### src/rtl/core/ps2sc_pkg.sv
// Shared types, constants and valid-code lookups for the PS/2 set 2 decoder.
// Used by the front, queue, back and top-level modules; depends on nothing.
`default_nettype none

package ps2sc_pkg;

    // Prefix and pause-sequence bytes
    localparam logic [7:0] BYTE_EXT     = 8'hE0;
    localparam logic [7:0] BYTE_PAUSE   = 8'hE1;
    localparam logic [7:0] BYTE_RELEASE = 8'hF0;
    localparam logic [7:0] BYTE_PAUSE_A = 8'h14;
    localparam logic [7:0] BYTE_PAUSE_B = 8'h77;

    // Reported event kinds
    localparam logic [1:0] KIND_KEY     = 2'd0;
    localparam logic [1:0] KIND_PAUSE   = 2'd1;
    localparam logic [1:0] KIND_UNKNOWN = 2'd2;

    localparam int PAUSE_STEP_W = 3;
    localparam logic [PAUSE_STEP_W-1:0] PAUSE_LAST = 3'd7;

    // Default depth of the queue between front and back
    localparam int QUEUE_DEPTH_DEF = 2;

    localparam int MAIN_GROUPS = 17;
    localparam int EXT_GROUPS  = 16;

    // Bit i of entry g set: code 8*g+i is a valid key
    localparam logic [7:0] MAIN_MAP [MAIN_GROUPS] = '{
        8'hFA, 8'h7E, 8'h76, 8'h7C, 8'h7E, 8'h7E, 8'h7E, 8'h7C,
        8'h7E, 8'h7E, 8'h34, 8'h2F, 8'h40, 8'h1A, 8'hFF, 8'h7F,
        8'h08
    };

    localparam logic [7:0] EXT_MAP [EXT_GROUPS] = '{
        8'h00, 8'h00, 8'h33, 8'h81, 8'h8B, 8'h89, 8'h95, 8'h8D,
        8'h01, 8'h25, 8'h01, 8'h44, 8'h00, 8'h1A, 8'h37, 8'h34
    };

    // Expected byte at pause steps 1 to 6; entry 0 is never used
    localparam logic [7:0] PAUSE_EXPECT [7] = '{
        8'h00, BYTE_PAUSE_A, BYTE_PAUSE_B, BYTE_PAUSE,
        BYTE_RELEASE, BYTE_PAUSE_A, BYTE_RELEASE
    };

    // Work handed from front to back
    typedef enum logic [1:0] {
        OP_KEY_MAIN,
        OP_KEY_EXT,
        OP_PAUSE,
        OP_UNKNOWN
    } op_t;

    typedef struct packed {
        op_t        op;
        logic [7:0] code;
    } job_t;

    function automatic logic main_has(input logic [7:0] code);
        logic [7:0] row;
        begin
            row = 8'h00;
            if (code[7:3] < 5'(MAIN_GROUPS))
            begin
                row = MAIN_MAP[code[7:3]];
            end
            main_has = row[code[2:0]];
        end
    endfunction

    function automatic logic ext_has(input logic [7:0] code);
        logic [7:0] row;
        begin
            row = EXT_MAP[code[6:3]];
            ext_has = !code[7] && row[code[2:0]];
        end
    endfunction

endpackage

`default_nettype wire

### src/rtl/core/ps2sc_front.sv
// Front end: tracks the pause sequence and the release and extend prefixes,
// and turns each byte into an optional job. Depends on ps2sc_pkg.
`default_nettype none

module ps2sc_front (
    input  wire logic          clk,
    input  wire logic          rst_n,
    input  wire logic          accept,
    input  wire logic [7:0]    scan_byte,
    output ps2sc_pkg::job_t    job,
    output logic               job_push
);
    import ps2sc_pkg::*;

    logic [PAUSE_STEP_W-1:0] step_reg, step_next;
    logic                    rel_reg, rel_next;
    logic                    ext_reg, ext_next;

    // Classify the byte and advance the prefix and pause state
    always_comb
    begin
        step_next = step_reg;
        rel_next  = rel_reg;
        ext_next  = ext_reg;
        job_push  = 1'b0;
        job.op    = OP_KEY_MAIN;
        job.code  = scan_byte;
        if (accept)
        begin
            if (step_reg == PAUSE_LAST)
            begin
                step_next = '0;
                job_push  = 1'b1;
                job.op    = (scan_byte == BYTE_PAUSE_B) ? OP_PAUSE : OP_UNKNOWN;
            end
            else if (step_reg != '0)
            begin
                step_next = (scan_byte == PAUSE_EXPECT[step_reg])
                          ? step_reg + 3'd1 : '0;
            end
            else if (scan_byte == BYTE_PAUSE)
            begin
                step_next = 3'd1;
            end
            else if (scan_byte == BYTE_RELEASE)
            begin
                rel_next = 1'b1;
            end
            else if (scan_byte == BYTE_EXT)
            begin
                ext_next = 1'b1;
            end
            else if (rel_reg)
            begin
                rel_next = 1'b0;
                ext_next = 1'b0;
            end
            else if (ext_reg)
            begin
                ext_next = 1'b0;
                job_push = 1'b1;
                job.op   = OP_KEY_EXT;
            end
            else
            begin
                job_push = 1'b1;
                job.op   = OP_KEY_MAIN;
            end
        end
    end

    always_ff @(posedge clk or negedge rst_n)
    begin
        if (!rst_n)
        begin
            step_reg <= '0;
            rel_reg  <= 1'b0;
            ext_reg  <= 1'b0;
        end
        else
        begin
            step_reg <= step_next;
            rel_reg  <= rel_next;
            ext_reg  <= ext_next;
        end
    end

endmodule

`default_nettype wire

### src/rtl/core/ps2sc_queue.sv
// Short job queue between front and back, built from registers.
// Depends on ps2sc_pkg for the job type.
`default_nettype none

module ps2sc_queue #(
    parameter int DEPTH = ps2sc_pkg::QUEUE_DEPTH_DEF
) (
    input  wire logic          clk,
    input  wire logic          rst_n,
    input  wire logic          push,
    input  ps2sc_pkg::job_t    push_job,
    output logic               full,
    output logic               pop_valid,
    output ps2sc_pkg::job_t    pop_job,
    input  wire logic          pop
);
    import ps2sc_pkg::*;

    localparam int ADDR_W  = (DEPTH > 1) ? $clog2(DEPTH) : 1;
    localparam int COUNT_W = $clog2(DEPTH + 1);
    localparam logic [ADDR_W-1:0]  LAST_ADDR = ADDR_W'(DEPTH - 1);
    localparam logic [COUNT_W-1:0] FULL_CNT  = COUNT_W'(DEPTH);

    job_t                slot_reg [DEPTH];
    logic [ADDR_W-1:0]   wr_reg, wr_next;
    logic [ADDR_W-1:0]   rd_reg, rd_next;
    logic [COUNT_W-1:0]  cnt_reg, cnt_next;
    logic                do_push, do_pop;

    assign full      = (cnt_reg == FULL_CNT);
    assign pop_valid = (cnt_reg != '0);
    assign pop_job   = slot_reg[rd_reg];
    assign do_push   = push && !full;
    assign do_pop    = pop && pop_valid;

    // Advance pointers with wrap and track occupancy
    always_comb
    begin
        wr_next  = wr_reg;
        rd_next  = rd_reg;
        cnt_next = cnt_reg;
        if (do_push)
        begin
            wr_next = (wr_reg == LAST_ADDR) ? '0 : wr_reg + ADDR_W'(1);
        end
        if (do_pop)
        begin
            rd_next = (rd_reg == LAST_ADDR) ? '0 : rd_reg + ADDR_W'(1);
        end
        if (do_push && !do_pop)
        begin
            cnt_next = cnt_reg + COUNT_W'(1);
        end
        else if (do_pop && !do_push)
        begin
            cnt_next = cnt_reg - COUNT_W'(1);
        end
    end

    always_ff @(posedge clk or negedge rst_n)
    begin
        if (!rst_n)
        begin
            wr_reg  <= '0;
            rd_reg  <= '0;
            cnt_reg <= '0;
        end
        else
        begin
            wr_reg  <= wr_next;
            rd_reg  <= rd_next;
            cnt_reg <= cnt_next;
        end
    end

    // Store the payload; no reset needed
    always_ff @(posedge clk)
    begin
        if (do_push)
        begin
            slot_reg[wr_reg] <= push_job;
        end
    end

endmodule

`default_nettype wire

### src/rtl/core/ps2sc_back.sv
// Back end: looks up key codes in the valid-code maps and holds the result
// in the output register. Depends on ps2sc_pkg.
`default_nettype none

module ps2sc_back (
    input  wire logic          clk,
    input  wire logic          rst_n,
    input  wire logic          job_valid,
    input  ps2sc_pkg::job_t    job,
    output logic               job_pop,
    output logic               out_valid,
    input  wire logic          out_stall,
    output logic [1:0]         event_kind,
    output logic               is_extended,
    output logic [7:0]         key_code
);
    import ps2sc_pkg::*;

    logic        valid_reg, valid_next;
    logic [1:0]  kind_reg, kind_next;
    logic        ext_reg, ext_next;
    logic [7:0]  code_reg;
    logic        load;

    // Load a new result whenever the output register is free or draining
    assign load    = job_valid && (!valid_reg || !out_stall);
    assign job_pop = load;

    always_comb
    begin
        ext_next  = 1'b0;
        kind_next = KIND_UNKNOWN;
        case (job.op)
            OP_KEY_MAIN: kind_next = main_has(job.code) ? KIND_KEY : KIND_UNKNOWN;
            OP_KEY_EXT:
            begin
                ext_next  = 1'b1;
                kind_next = ext_has(job.code) ? KIND_KEY : KIND_UNKNOWN;
            end
            OP_PAUSE:   kind_next = KIND_PAUSE;
            default:    kind_next = KIND_UNKNOWN;
        endcase
        valid_next = load || (valid_reg && out_stall);
    end

    always_ff @(posedge clk or negedge rst_n)
    begin
        if (!rst_n)
        begin
            valid_reg <= 1'b0;
        end
        else
        begin
            valid_reg <= valid_next;
        end
    end

    always_ff @(posedge clk)
    begin
        if (load)
        begin
            kind_reg <= kind_next;
            ext_reg  <= ext_next;
            code_reg <= job.code;
        end
    end

    assign out_valid   = valid_reg;
    assign event_kind  = kind_reg;
    assign is_extended = ext_reg;
    assign key_code    = code_reg;

endmodule

`default_nettype wire

### src/rtl/core/ps2_set2_scancode_decoder_unit.sv
// Top level of the PS/2 scan code set 2 decoder: front, job queue, back.
// Depends on ps2sc_pkg, ps2sc_front, ps2sc_queue and ps2sc_back.
//
//  channel  handshake              payload
//  -------  ---------------------  ----------------------------------
//  in       in_valid / in_stall    scan_byte[7:0]
//  out      out_valid / out_stall  event_kind[1:0], is_extended, key_code[7:0]
//
// One byte per cycle is taken while in_stall is low; jobs wait in the queue.
// The front updates prefix and pause state in the accepting cycle; the back
// does the map lookup into the output register.
// in_stall rises only when the job queue is full (out stalled for a while).
// Reset (rst_n low, asynchronous) clears pause step, prefixes and the queue.
`default_nettype none

module ps2_set2_scancode_decoder_unit #(
    parameter int QUEUE_DEPTH = ps2sc_pkg::QUEUE_DEPTH_DEF
) (
    input  wire logic        clk,
    input  wire logic        rst_n,
    input  wire logic        in_valid,
    output logic             in_stall,
    input  wire logic [7:0]  scan_byte,
    output logic             out_valid,
    input  wire logic        out_stall,
    output logic [1:0]       event_kind,
    output logic             is_extended,
    output logic [7:0]       key_code
);
    import ps2sc_pkg::*;

    job_t  front_job;
    job_t  back_job;
    logic  front_push;
    logic  q_full;
    logic  q_valid;
    logic  q_pop;
    logic  in_accept;

    assign in_stall  = q_full;
    assign in_accept = in_valid && !q_full;

    ps2sc_front u_front (
        .clk       (clk),
        .rst_n     (rst_n),
        .accept    (in_accept),
        .scan_byte (scan_byte),
        .job       (front_job),
        .job_push  (front_push)
    );

    ps2sc_queue #(
        .DEPTH (QUEUE_DEPTH)
    ) u_queue (
        .clk       (clk),
        .rst_n     (rst_n),
        .push      (front_push),
        .push_job  (front_job),
        .full      (q_full),
        .pop_valid (q_valid),
        .pop_job   (back_job),
        .pop       (q_pop)
    );

    ps2sc_back u_back (
        .clk         (clk),
        .rst_n       (rst_n),
        .job_valid   (q_valid),
        .job         (back_job),
        .job_pop     (q_pop),
        .out_valid   (out_valid),
        .out_stall   (out_stall),
        .event_kind  (event_kind),
        .is_extended (is_extended),
        .key_code    (key_code)
    );

    // Front never pushes into a full queue
    assert property (@(posedge clk) disable iff (!rst_n) !(front_push && q_full))
        else $error("job pushed into full queue");

    // Back only pops when a job is present
    assert property (@(posedge clk) disable iff (!rst_n) q_pop |-> q_valid)
        else $error("job popped from empty queue");

    // Pause result is never extended and always carries 0x77
    assert property (@(posedge clk) disable iff (!rst_n)
        (out_valid && event_kind == KIND_PAUSE) |-> (!is_extended && key_code == BYTE_PAUSE_B))
        else $error("malformed pause result");

    // Reported kind is always a defined code
    assert property (@(posedge clk) disable iff (!rst_n)
        out_valid |-> (event_kind == KIND_KEY || event_kind == KIND_PAUSE
                       || event_kind == KIND_UNKNOWN))
        else $error("undefined event kind");

endmodule

`default_nettype wire

### config.mk
export PLATFORM = sky130hd
export DESIGN_NAME = ps2_set2_scancode_decoder_unit
export DESIGN_NICKNAME = d
export VERILOG_FILES = /design/src/rtl/core/ps2sc_pkg.sv /design/src/rtl/core/ps2sc_front.sv /design/src/rtl/core/ps2sc_queue.sv /design/src/rtl/core/ps2sc_back.sv /design/src/rtl/core/ps2_set2_scancode_decoder_unit.sv
export SDC_FILE = /design/constraint.sdc
export NUM_CORES = 1
export LEC_CHECK = 0
export BUFFER_PORTS_ARGS = -buffer_cell sky130_fd_sc_hd__buf_2
export CELL_PAD_IN_SITES_DETAIL_PLACEMENT = 2
export CELL_PAD_IN_SITES_GLOBAL_PLACEMENT = 2
export CORE_MARGIN = 3
export CORE_UTILIZATION = 41
export DETAILED_ROUTE_END_ITERATION = 10
export PLACE_DENSITY_LB_ADDON = 0.1
export SYNTH_ARGS = -nofsm -noshare
export SYNTH_HDL_FRONTEND = slang
export SYNTH_SLANG_ARGS = --single-unit
### constraint.sdc
create_clock -name clk -period 4.5 [get_ports clk]
set_input_delay 1.125 -clock clk [delete_from_list [all_inputs] [get_ports clk]]
set_output_delay 1.125 -clock clk [all_outputs]
set_load 0.005 [all_outputs]
==> flow_summary.html, run 1 <==
<table>
<tr><th>Metric</th><th>Value</th></tr>
<tr><th colspan="2">Outcome</th></tr>
<tr><td>Outcome</td><td>finished clean</td></tr>
<tr><th colspan="2">Drt</th></tr>
<tr><td>Number of iterations in the first detailed-routing pass</td><td>4</td></tr>
<tr><td>Average wire per cell in the routed design</td><td>19.7 um</td></tr>
<tr><td>Final routed DRC violation total</td><td>0</td></tr>
<tr><td>DR iter-0 viols</td><td>104</td></tr>
<tr><td>Via density per instance</td><td>5.78</td></tr>
<tr><td>Final Routed Wirelength</td><td>6470 um</td></tr>
<tr><td>Remaining antenna violation count</td><td>0</td></tr>
<tr><td>Via Count</td><td>1901</td></tr>
<tr><th colspan="2">Die</th></tr>
<tr><td>Die Footprint</td><td>6920 um2</td></tr>
<tr><td>Number of top-level pins</td><td>25</td></tr>
<tr><td>Row cnt</td><td>27</td></tr>
<tr><td>Effective utilization at floorplan</td><td>43.3%</td></tr>
<tr><td>Vertical die dimension</td><td>83.2 um</td></tr>
<tr><td>Die width</td><td>83.2 um</td></tr>
<tr><td>Total core area</td><td>5640 um2</td></tr>
<tr><th colspan="2">Timing</th></tr>
<tr><td>Worst setup slack after layout</td><td>1.14 ns</td></tr>
<tr><td>Max-slew violation total from the final report</td><td>0</td></tr>
<tr><td>Final critical path time including I/O delays and setup</td><td>3.36 ns</td></tr>
<tr><td>Final-report hold violation count</td><td>0</td></tr>
<tr><td>Setup TNS</td><td>0 ns</td></tr>
<tr><td>Worst Hold Slack</td><td>0.498 ns</td></tr>
<tr><td>RSZ-0062 raised after global routing</td><td>no</td></tr>
<tr><td>Number of failing setup endpoints in the final timing report</td><td>0</td></tr>
<tr><td>Worst-case headroom to the max-slew limit</td><td>38.0%</td></tr>
<tr><td>Measured slew at the worst slew-check pin</td><td>0.904 ns</td></tr>
<tr><td>Fin crit share</td><td>74.7%</td></tr>
<tr><td>Maximum frequency from static timing analysis</td><td>298 MHz</td></tr>
<tr><td>Worst clock skew</td><td>0.00692 ns</td></tr>
<tr><th colspan="2">Global route</th></tr>
<tr><td>Residual overflow from global routing</td><td>0</td></tr>
<tr><td>First-pass GRT wire length</td><td>10800 um</td></tr>
<tr><td>Maximum number of pins on one net before global-route repair</td><td>17</td></tr>
<tr><td>Combined global-route utilization of all metal layers</td><td>19.6%</td></tr>
<tr><td>Number of global-route vias before repair</td><td>2019</td></tr>
<tr><td>Initial antenna violation count</td><td>0</td></tr>
<tr><th colspan="2">Pwr</th></tr>
<tr><td>Worst vdd rail ir drop</td><td>0.000279 V</td></tr>
<tr><td>Leakage Power</td><td>1.08 nW</td></tr>
<tr><td>Power density cells</td><td>608 nW/um2</td></tr>
<tr><th colspan="2">Layout</th></tr>
<tr><td>Final non-filler cell total</td><td>329</td></tr>
<tr><td>Number of antenna diodes</td><td>0</td></tr>
<tr><td>Nets</td><td>279</td></tr>
<tr><td>Area growth from synthesis to final layout</td><td>11.5%</td></tr>
<tr><td>Largest register FFs</td><td>20</td></tr>
<tr><td>Sequential cell area</td><td>1180 um2</td></tr>
<tr><td>Most frequent standard cell in the layout excluding fill and tap cells</td><td>sky130_fd_sc_hd__edfxtp_1</td></tr>
<tr><td>Count of filler cells inserted in the layout</td><td>613</td></tr>
<tr><td>Share of final-layout standard cells stronger than drive strength 1</td><td>16.3%</td></tr>
<tr><td>Multi-input combinational cell area</td><td>1130 um2</td></tr>
<tr><td>Commonest cells after routing, fill and taps aside</td><td>sky130_fd_sc_hd__edfxtp_1 (31), sky130_fd_sc_hd__buf_2 (24), sky130_fd_sc_hd__nand2_1 (23)</td></tr>
<tr><th colspan="2">Placement</th></tr>
<tr><td>Routability-driven placement congestion ratio</td><td>0.816</td></tr>
<tr><td>Post-Place Cells</td><td>321</td></tr>
<tr><td>Worst slack after detailed placement</td><td>1.23 ns</td></tr>
<tr><td>Half-perimeter wire length of the detailed placement result</td><td>4940 um</td></tr>
<tr><td>Number of buffer cells added on primary ports</td><td>24</td></tr>
<tr><th colspan="2">Clocking</th></tr>
<tr><td>Setup Buffers After CTS</td><td>0</td></tr>
<tr><td>Level count of the clock H-tree</td><td>2</td></tr>
<tr><td>Library cell used as clock root buffer</td><td>sky130_fd_sc_hd__clkbuf_8</td></tr>
<tr><td>Hold bufs inserted after CTS</td><td>0</td></tr>
<tr><td>Total CTS buffers</td><td>5</td></tr>
<tr><td>TritonCTS clock tree</td><td>yes</td></tr>
<tr><td>Maximum clock path buffer count</td><td>2</td></tr>
<tr><td>Number of clock sinks seen by CTS</td><td>41</td></tr>
<tr><td>Clock slew seen by the registers of the worst setup and hold paths</td><td>0.08 ns</td></tr>
<tr><td>Source-to-sink clock delay at the later pin of the worst-skew pair</td><td>0.29 ns</td></tr>
<tr><td>Resized cells post-CTS</td><td>0</td></tr>
<tr><th colspan="2">Setup path</th></tr>
<tr><td>Type of destination of the critical path</td><td>register</td></tr>
<tr><td>Crit path launch type</td><td>register</td></tr>
<tr><td>Worst path cell trace</td><td>buf_4, mux2i_1, inv_1, ha_1, mux2_2, o32ai_1, a21oi_1, nand3_1, o311ai_0, o311a_1</td></tr>
<tr><td>Largest stage delay, worst path</td><td>0.66 ns</td></tr>
<tr><td>Start-to-end type of the worst setup path</td><td>reg2reg</td></tr>
<tr><td>Arrival time at the worst endpoint</td><td>3.41 ns</td></tr>
<tr><td>Slowest cell on crit path</td><td>sky130_fd_sc_hd__dfrtp_1</td></tr>
<tr><td>Required arrival time at the worst endpoint</td><td>4.55 ns</td></tr>
<tr><td>Worst Path Max Fanout</td><td>16</td></tr>
<tr><th colspan="2">Yosys</th></tr>
<tr><td>Part of the Yosys area used for sequential elements</td><td>48.4%</td></tr>
<tr><td>Share of Yosys cell area claimed by the top area cell type</td><td>38.1%</td></tr>
<tr><td>Post-synth net total</td><td>254</td></tr>
<tr><td>Post-synth EDFFs</td><td>31</td></tr>
<tr><td>Synth Flop Type</td><td>sky130_fd_sc_hd__edfxtp_1</td></tr>
<tr><td>Average cell area after synthesis</td><td>10.6 um2</td></tr>
<tr><td>Cell taking the most area after synthesis</td><td>sky130_fd_sc_hd__edfxtp_1</td></tr>
<tr><td>Number of different library cells in the post-synthesis netlist</td><td>58</td></tr>
<tr><td>Cell count after synthesis</td><td>231</td></tr>
<tr><td>Synth area leaders</td><td>sky130_fd_sc_hd__edfxtp_1 (38%), sky130_fd_sc_hd__dfrtp_1 (10%), sky130_fd_sc_hd__ha_1 (5.6%), sky130_fd_sc_hd__nand2_1 (3.5%), sky130_fd_sc_hd__a21oi_1 (3.5%)</td></tr>
<tr><td>Post-synthesis sequential element count</td><td>41</td></tr>
<tr><td>Synth Cell Area</td><td>2440 um2</td></tr>
<tr><td>Async set-reset flop share out of synthesis</td><td>24.4%</td></tr>
<tr><td>Number of synthesis warnings</td><td>0</td></tr>
<tr><th colspan="2">Min path</th></tr>
<tr><td>Path category of the worst min-delay check</td><td>reg2reg</td></tr>
<tr><th colspan="2">Job</th></tr>
<tr><td>Max-cap violations</td><td>0</td></tr>
</table>
## critical path: cells and delay by family, from the launching register on
kind                     cells  cell delay (ns)
AND/OR/NAND/NOR              1             0.09
AO/OA/AOI/OAI                4             0.69
multiplexers                 2             0.82
adder cells (fa/ha/maj)      1             0.30
buffers and inverters        2             0.54
flip-flops                   1             0.66
## layout make-up
| class | instances | area share, % |
|---|---|---|
| flip-flops and latches | 41 | 43.4 |
| clock inverters | 1 | 1.10 |
| well taps | 72 | 3.31 |
| clock buffers | 7 | 3.17 |
| repair buffers | 25 | 4.69 |
| inverters | 19 | 2.71 |
| multi-input cells | 164 | 41.6 |
## metrics by stage
step	util (%)	cell area (um2)	power, mW
3_5_place_dp	46.2	2610	1.36
2_1_floorplan	-	2440	1.15
3_3_place_gp	46.2	2610	1.33
5_1_grt	48.2	2720	1.78
6_report	48.2	2720	1.66
4_1_cts	48.2	2720	1.67
## metal layers
layer | up-vias | track usage (%) | share of wire [%]
li1 | 908 | - | -
met1 | 952 | 24.2 | 43
met2 | 33 | 35.1 | 53
met3 | 8 | 2.68 | 2.5
met4 | 0 | 6.24 | 1.3
met5 | - | 0 | 0
## synthesized netlist by cell type, types with 4 or more instances
cell type and n:
sky130_fd_sc_hd__o22ai_1 5, sky130_fd_sc_hd__xnor2_1 4, sky130_fd_sc_hd__o32ai_1 4, sky130_fd_sc_hd__nand2_1 23
sky130_fd_sc_hd__nand3_1 4, sky130_fd_sc_hd__nor3_1 6, sky130_fd_sc_hd__mux2_2 4, sky130_fd_sc_hd__a21oi_1 17
sky130_fd_sc_hd__nor4_1 4, sky130_fd_sc_hd__ha_1 11, sky130_fd_sc_hd__edfxtp_1 31, sky130_fd_sc_hd__mux2i_1 7
sky130_fd_sc_hd__dfrtp_1 10, sky130_fd_sc_hd__o21ai_0 7, sky130_fd_sc_hd__inv_1 18, sky130_fd_sc_hd__nand2b_1 7
sky130_fd_sc_hd__nor2_1 16
## power by group
part / switching (mW) / total, mW / leakage (nW) / internal [mW]
Combinational: 0.429 / 0.712 / 0.610 / 0.282
Clock: 0.124 / 0.304 / 0.0585 / 0.181
Sequential: 0.0926 / 0.639 / 0.414 / 0.547
Total: 0.645 / 1.66 / 1.08 / 1.01
## worst paths after layout
path / from / endpoint / slack [ns] / cells past startpoint
min in group asynchronous: rst_n / u_front.rel_reg / 0.68 / 1
min: u_queue.wr_reg / u_queue.wr_reg / 0.50 / 1
max reg2reg: u_queue.rd_reg / u_back.event_kind[1] / 1.14 / 10
max: u_queue.rd_reg / u_back.event_kind[1] / 1.14 / 10
max in group asynchronous: rst_n / u_front.step_reg[1] / 3.61 / 1
min reg2reg: u_queue.wr_reg / u_queue.wr_reg / 0.50 / 1
## kinds of logic (layout without fill, tap and decap cells)
kind of cell,Yosys count,count (layout),synth area share [%]
xor gates and xnor gates,6,6,2.15
muxes,14,14,6.77
adders and majority gates,11,11,5.64
DFF,41,41,48.4
buffers and inverters,26,52,5.23
AOI/OAI and AO/OA,62,62,17.8
and+or+nand+nor,71,71,14.0
No activity file was read; power rests on OpenSTA's default activity.
==> run 2: changes to the inputs <==
--- a/config.mk
+++ b/config.mk
@@ -9,7 +9,7 @@
 export CELL_PAD_IN_SITES_DETAIL_PLACEMENT = 2
 export CELL_PAD_IN_SITES_GLOBAL_PLACEMENT = 2
 export CORE_MARGIN = 3
-export CORE_UTILIZATION = 41
+export CORE_UTILIZATION = 38
 export DETAILED_ROUTE_END_ITERATION = 10
 export PLACE_DENSITY_LB_ADDON = 0.1
 export SYNTH_ARGS = -nofsm -noshare
==> constraint.sdc (replaced) <==
create_clock -name clk -period 3.28 [get_ports clk]
set_input_delay 0.82 -clock clk [delete_from_list [all_inputs] [get_ports clk]]
set_output_delay 0.82 -clock clk [all_outputs]
set_load 0.005 [all_outputs]
==> flow_summary.html, run 2 (synthesis results as in run 1) <==
<table>
<tr><th>Metric</th><th>Value</th></tr>
<tr><th colspan="2">Timing</th></tr>
<tr><td>Maximum frequency from static timing analysis</td><td>383 MHz (+29%)</td></tr>
<tr><td>Measured slew at the worst slew-check pin</td><td>0.535 ns (-0.368 ns)</td></tr>
<tr><td>Worst clock skew</td><td>0.00545 ns (-0.00148 ns)</td></tr>
<tr><td>Final-report hold violation count</td><td>0 (unchanged)</td></tr>
<tr><td>Worst-case headroom to the max-slew limit</td><td>64.2% (+26 points)</td></tr>
<tr><td>Max-slew violation total from the final report</td><td>0 (unchanged)</td></tr>
<tr><td>Final critical path time including I/O delays and setup</td><td>2.61 ns (-0.747 ns)</td></tr>
<tr><td>RSZ-0062 raised after global routing</td><td>no</td></tr>
<tr><td>Setup TNS</td><td>0 ns (unchanged)</td></tr>
<tr><td>Fin crit share</td><td>79.7% (+5.0 points)</td></tr>
<tr><td>Number of failing setup endpoints in the final timing report</td><td>0 (unchanged)</td></tr>
<tr><td>Worst setup slack after layout</td><td>0.666 ns (-0.473 ns)</td></tr>
<tr><th colspan="2">Clocking</th></tr>
<tr><td>Clock slew seen by the registers of the worst setup and hold paths</td><td>0.09 ns (about the same)</td></tr>
<tr><td>Maximum clock path buffer count</td><td>2 (unchanged)</td></tr>
<tr><td>Setup Buffers After CTS</td><td>0 (unchanged)</td></tr>
<tr><td>Hold bufs inserted after CTS</td><td>0 (unchanged)</td></tr>
<tr><td>Source-to-sink clock delay at the later pin of the worst-skew pair</td><td>0.30 ns (about the same)</td></tr>
<tr><td>Resized cells post-CTS</td><td>0 (unchanged)</td></tr>
<tr><td>Total CTS buffers</td><td>5 (unchanged)</td></tr>
<tr><td>TritonCTS clock tree</td><td>yes</td></tr>
<tr><td>Library cell used as clock root buffer</td><td>sky130_fd_sc_hd__clkbuf_8</td></tr>
<tr><td>Number of clock sinks seen by CTS</td><td>41 (unchanged)</td></tr>
<tr><td>Level count of the clock H-tree</td><td>2 (unchanged)</td></tr>
<tr><th colspan="2">Outcome</th></tr>
<tr><td>Outcome</td><td>finished clean</td></tr>
<tr><th colspan="2">Setup path</th></tr>
<tr><td>Crit path launch type</td><td>register</td></tr>
<tr><td>Start-to-end type of the worst setup path</td><td>reg2reg</td></tr>
<tr><td>Worst Path Max Fanout</td><td>10 (-6)</td></tr>
<tr><td>Arrival time at the worst endpoint</td><td>2.67 ns (-0.74 ns)</td></tr>
<tr><td>Required arrival time at the worst endpoint</td><td>3.34 ns (-1.21 ns)</td></tr>
<tr><td>Type of destination of the critical path</td><td>register</td></tr>
<tr><th colspan="2">Die</th></tr>
<tr><td>Total core area</td><td>6060 um2 (+7.4%)</td></tr>
<tr><td>Vertical die dimension</td><td>86.2 um (+3.6%)</td></tr>
<tr><td>Die Footprint</td><td>7420 um2 (+7.3%)</td></tr>
<tr><td>Number of top-level pins</td><td>25 (unchanged)</td></tr>
<tr><td>Effective utilization at floorplan</td><td>40.3% (-3.0 points)</td></tr>
<tr><td>Die width</td><td>86.2 um (+3.6%)</td></tr>
<tr><td>Row cnt</td><td>28 (+3.7%)</td></tr>
<tr><th colspan="2">Drt</th></tr>
<tr><td>Detailed route wirelength on metal2</td><td>3570 um (+4.0%)</td></tr>
<tr><td>DR iter-0 viols</td><td>79 (-24%)</td></tr>
<tr><td>Routed length on met1</td><td>2810 um (+0.50%)</td></tr>
<tr><td>Max layer used</td><td>met4</td></tr>
<tr><td>Total met3 wirelength after detailed routing</td><td>216 um (+33%)</td></tr>
<tr><td>Average wire per cell in the routed design</td><td>19.8 um (+0.80%)</td></tr>
<tr><td>Remaining antenna violation count</td><td>0 (unchanged)</td></tr>
<tr><td>Number of iterations in the first detailed-routing pass</td><td>4 (unchanged)</td></tr>
<tr><td>Final Routed Wirelength</td><td>6720 um (+3.9%)</td></tr>
<tr><td>Via Count</td><td>1940 (+2.1%)</td></tr>
<tr><td>Final routed DRC violation total</td><td>0 (unchanged)</td></tr>
<tr><td>Via density per instance</td><td>5.72 (-0.96%)</td></tr>
<tr><th colspan="2">Pwr</th></tr>
<tr><td>Power density cells</td><td>816 nW/um2 (+34%)</td></tr>
<tr><td>Seq pwr share</td><td>39.0% (+0.4 points)</td></tr>
<tr><td>Leakage Power</td><td>1.10 nW (+1.6%)</td></tr>
<tr><td>Sw Pwr</td><td>0.923 mW (+43%)</td></tr>
<tr><td>Int Pwr</td><td>1.32 mW (+31%)</td></tr>
<tr><td>Worst vdd rail ir drop</td><td>0.000337 V (+21%)</td></tr>
<tr><td>Tot Pwr</td><td>2.25 mW (+36%)</td></tr>
<tr><td>Clk pwr share</td><td>15.2% (-3.2 points)</td></tr>
<tr><td>Power share of the combinational group</td><td>45.8% (+2.8 points)</td></tr>
<tr><td>Net Sw Frac</td><td>41.1% (+2.1 points)</td></tr>
<tr><th colspan="2">Global route</th></tr>
<tr><td>Residual overflow from global routing</td><td>0 (unchanged)</td></tr>
<tr><td>Combined global-route utilization of all metal layers</td><td>19.7% (+0.12 points)</td></tr>
<tr><td>Number of global-route vias before repair</td><td>2078 (+2.9%)</td></tr>
<tr><td>Maximum number of pins on one net before global-route repair</td><td>15 (-2)</td></tr>
<tr><td>Initial antenna violation count</td><td>0 (unchanged)</td></tr>
<tr><td>First-pass GRT wire length</td><td>11200 um (+3.9%)</td></tr>
<tr><th colspan="2">Layout</th></tr>
<tr><td>Count of filler cells inserted in the layout</td><td>648 (+5.7%)</td></tr>
<tr><td>Commonest cells after routing, fill and taps aside</td><td>sky130_fd_sc_hd__edfxtp_1 (31), sky130_fd_sc_hd__buf_2 (24), sky130_fd_sc_hd__nand2_1 (23)</td></tr>
<tr><td>Area growth from synthesis to final layout</td><td>12.7%</td></tr>
<tr><td>Final standard cell area without fillers</td><td>2750 um2 (+1.1%)</td></tr>
<tr><td>Largest register FFs</td><td>20 (unchanged)</td></tr>
<tr><td>Share of final-layout standard cells stronger than drive strength 1</td><td>18.9% (+2.6 points)</td></tr>
<tr><td>Most frequent standard cell in the layout excluding fill and tap cells</td><td>sky130_fd_sc_hd__edfxtp_1</td></tr>
<tr><td>Number of antenna diodes</td><td>0 (unchanged)</td></tr>
<tr><td>Nets</td><td>286 (+2.5%)</td></tr>
<tr><th colspan="2">Placement</th></tr>
<tr><td>Placement Cell Area</td><td>2660 um2 (+2.2%)</td></tr>
<tr><td>Routability-driven placement congestion ratio</td><td>0.764 (-6.4%)</td></tr>
<tr><td>Number of buffer cells added on primary ports</td><td>24 (unchanged)</td></tr>
<tr><td>Worst slack after detailed placement</td><td>0.677 ns (-0.551 ns)</td></tr>
<tr><td>Half-perimeter wire length of the detailed placement result</td><td>5110 um (+3.5%)</td></tr>
<tr><th colspan="2">Job</th></tr>
<tr><td>Max-cap violations</td><td>0 (unchanged)</td></tr>
<tr><th colspan="2">Min path</th></tr>
<tr><td>Path category of the worst min-delay check</td><td>in2async</td></tr>
</table>
[run 2: layout make-up]
| type | count | area [um2] | share of cell area, % |
|---|---|---|---|
| repair buffers | 32 | 180 | 6.55 |
| clock buffers | 5 | 68.8 | 2.50 |
| clock inverters | 3 | 21.3 | 0.773 |
| multi-input cells | 164 | 1130 | 41.2 |
| inverters | 19 | 73.8 | 2.68 |
| flip-flops and latches | 41 | 1180 | 42.9 |
| well taps | 75 | 93.8 | 3.41 |
[run 2: power groups by stage]
stage | clock network, mW | logic [mW] | registers, mW
finish | 0.342 | 1.03 | 0.875
CTS | 0.353 | 1.04 | 0.878
floorplan | 0 | 0.733 | 0.846
detailed placement | 0 | 1.03 | 0.885
global placement | 0 | 1.01 | 0.872
global route | 0.371 | 1.15 | 0.897
[run 2: final timing paths]
kind / from / to / slack, ns / cells after the start
max: u_queue.rd_reg / u_back.event_kind[1] / 0.67 / 9
min: rst_n / u_back.out_valid / 0.38 / 1
max reg2reg: u_queue.rd_reg / u_back.event_kind[1] / 0.67 / 9
min reg2reg: u_back.out_valid / u_back.out_valid / 0.50 / 2
max in group asynchronous: rst_n / u_front.ext_reg / 2.69 / 1
min in group clk: u_back.out_valid / u_back.out_valid / 0.50 / 2
[run 2: critical path, stage by stage (launching register included)]
cell                       delay, ns
sky130_fd_sc_hd__dfrtp_1        0.65
sky130_fd_sc_hd__mux2i_1        0.35
sky130_fd_sc_hd__inv_1          0.14
sky130_fd_sc_hd__ha_1           0.26
sky130_fd_sc_hd__mux2_2         0.27
sky130_fd_sc_hd__o32ai_1        0.21
sky130_fd_sc_hd__a21oi_1        0.08
sky130_fd_sc_hd__nand3_1        0.09
sky130_fd_sc_hd__o311ai_0       0.15
sky130_fd_sc_hd__o311a_1        0.17
[run 2: layer usage]
| layer | vias to the layer above | GRT usage, % |
|---|---|---|
| li1 | 923 | - |
| met1 | 966 | 23.6 |
| met2 | 40 | 35.0 |
| met3 | 11 | 3.84 |
| met4 | 0 | 6.47 |
| met5 | - | 0 |
[run 2: metrics by stage]
| step | utilization (%) | hold slack, ns | std cells |
|---|---|---|---|
| 5_1_grt | 45.4 | 0.378 | 339 |
| 6_report | 45.4 | 0.376 | 339 |
| 4_1_cts | 45.4 | 0.372 | 339 |
| 3_5_place_dp | 43.9 | 0.487 | 331 |
| 2_1_floorplan | - | 0.460 | 231 |
| 3_3_place_gp | 43.9 | 0.472 | 331 |
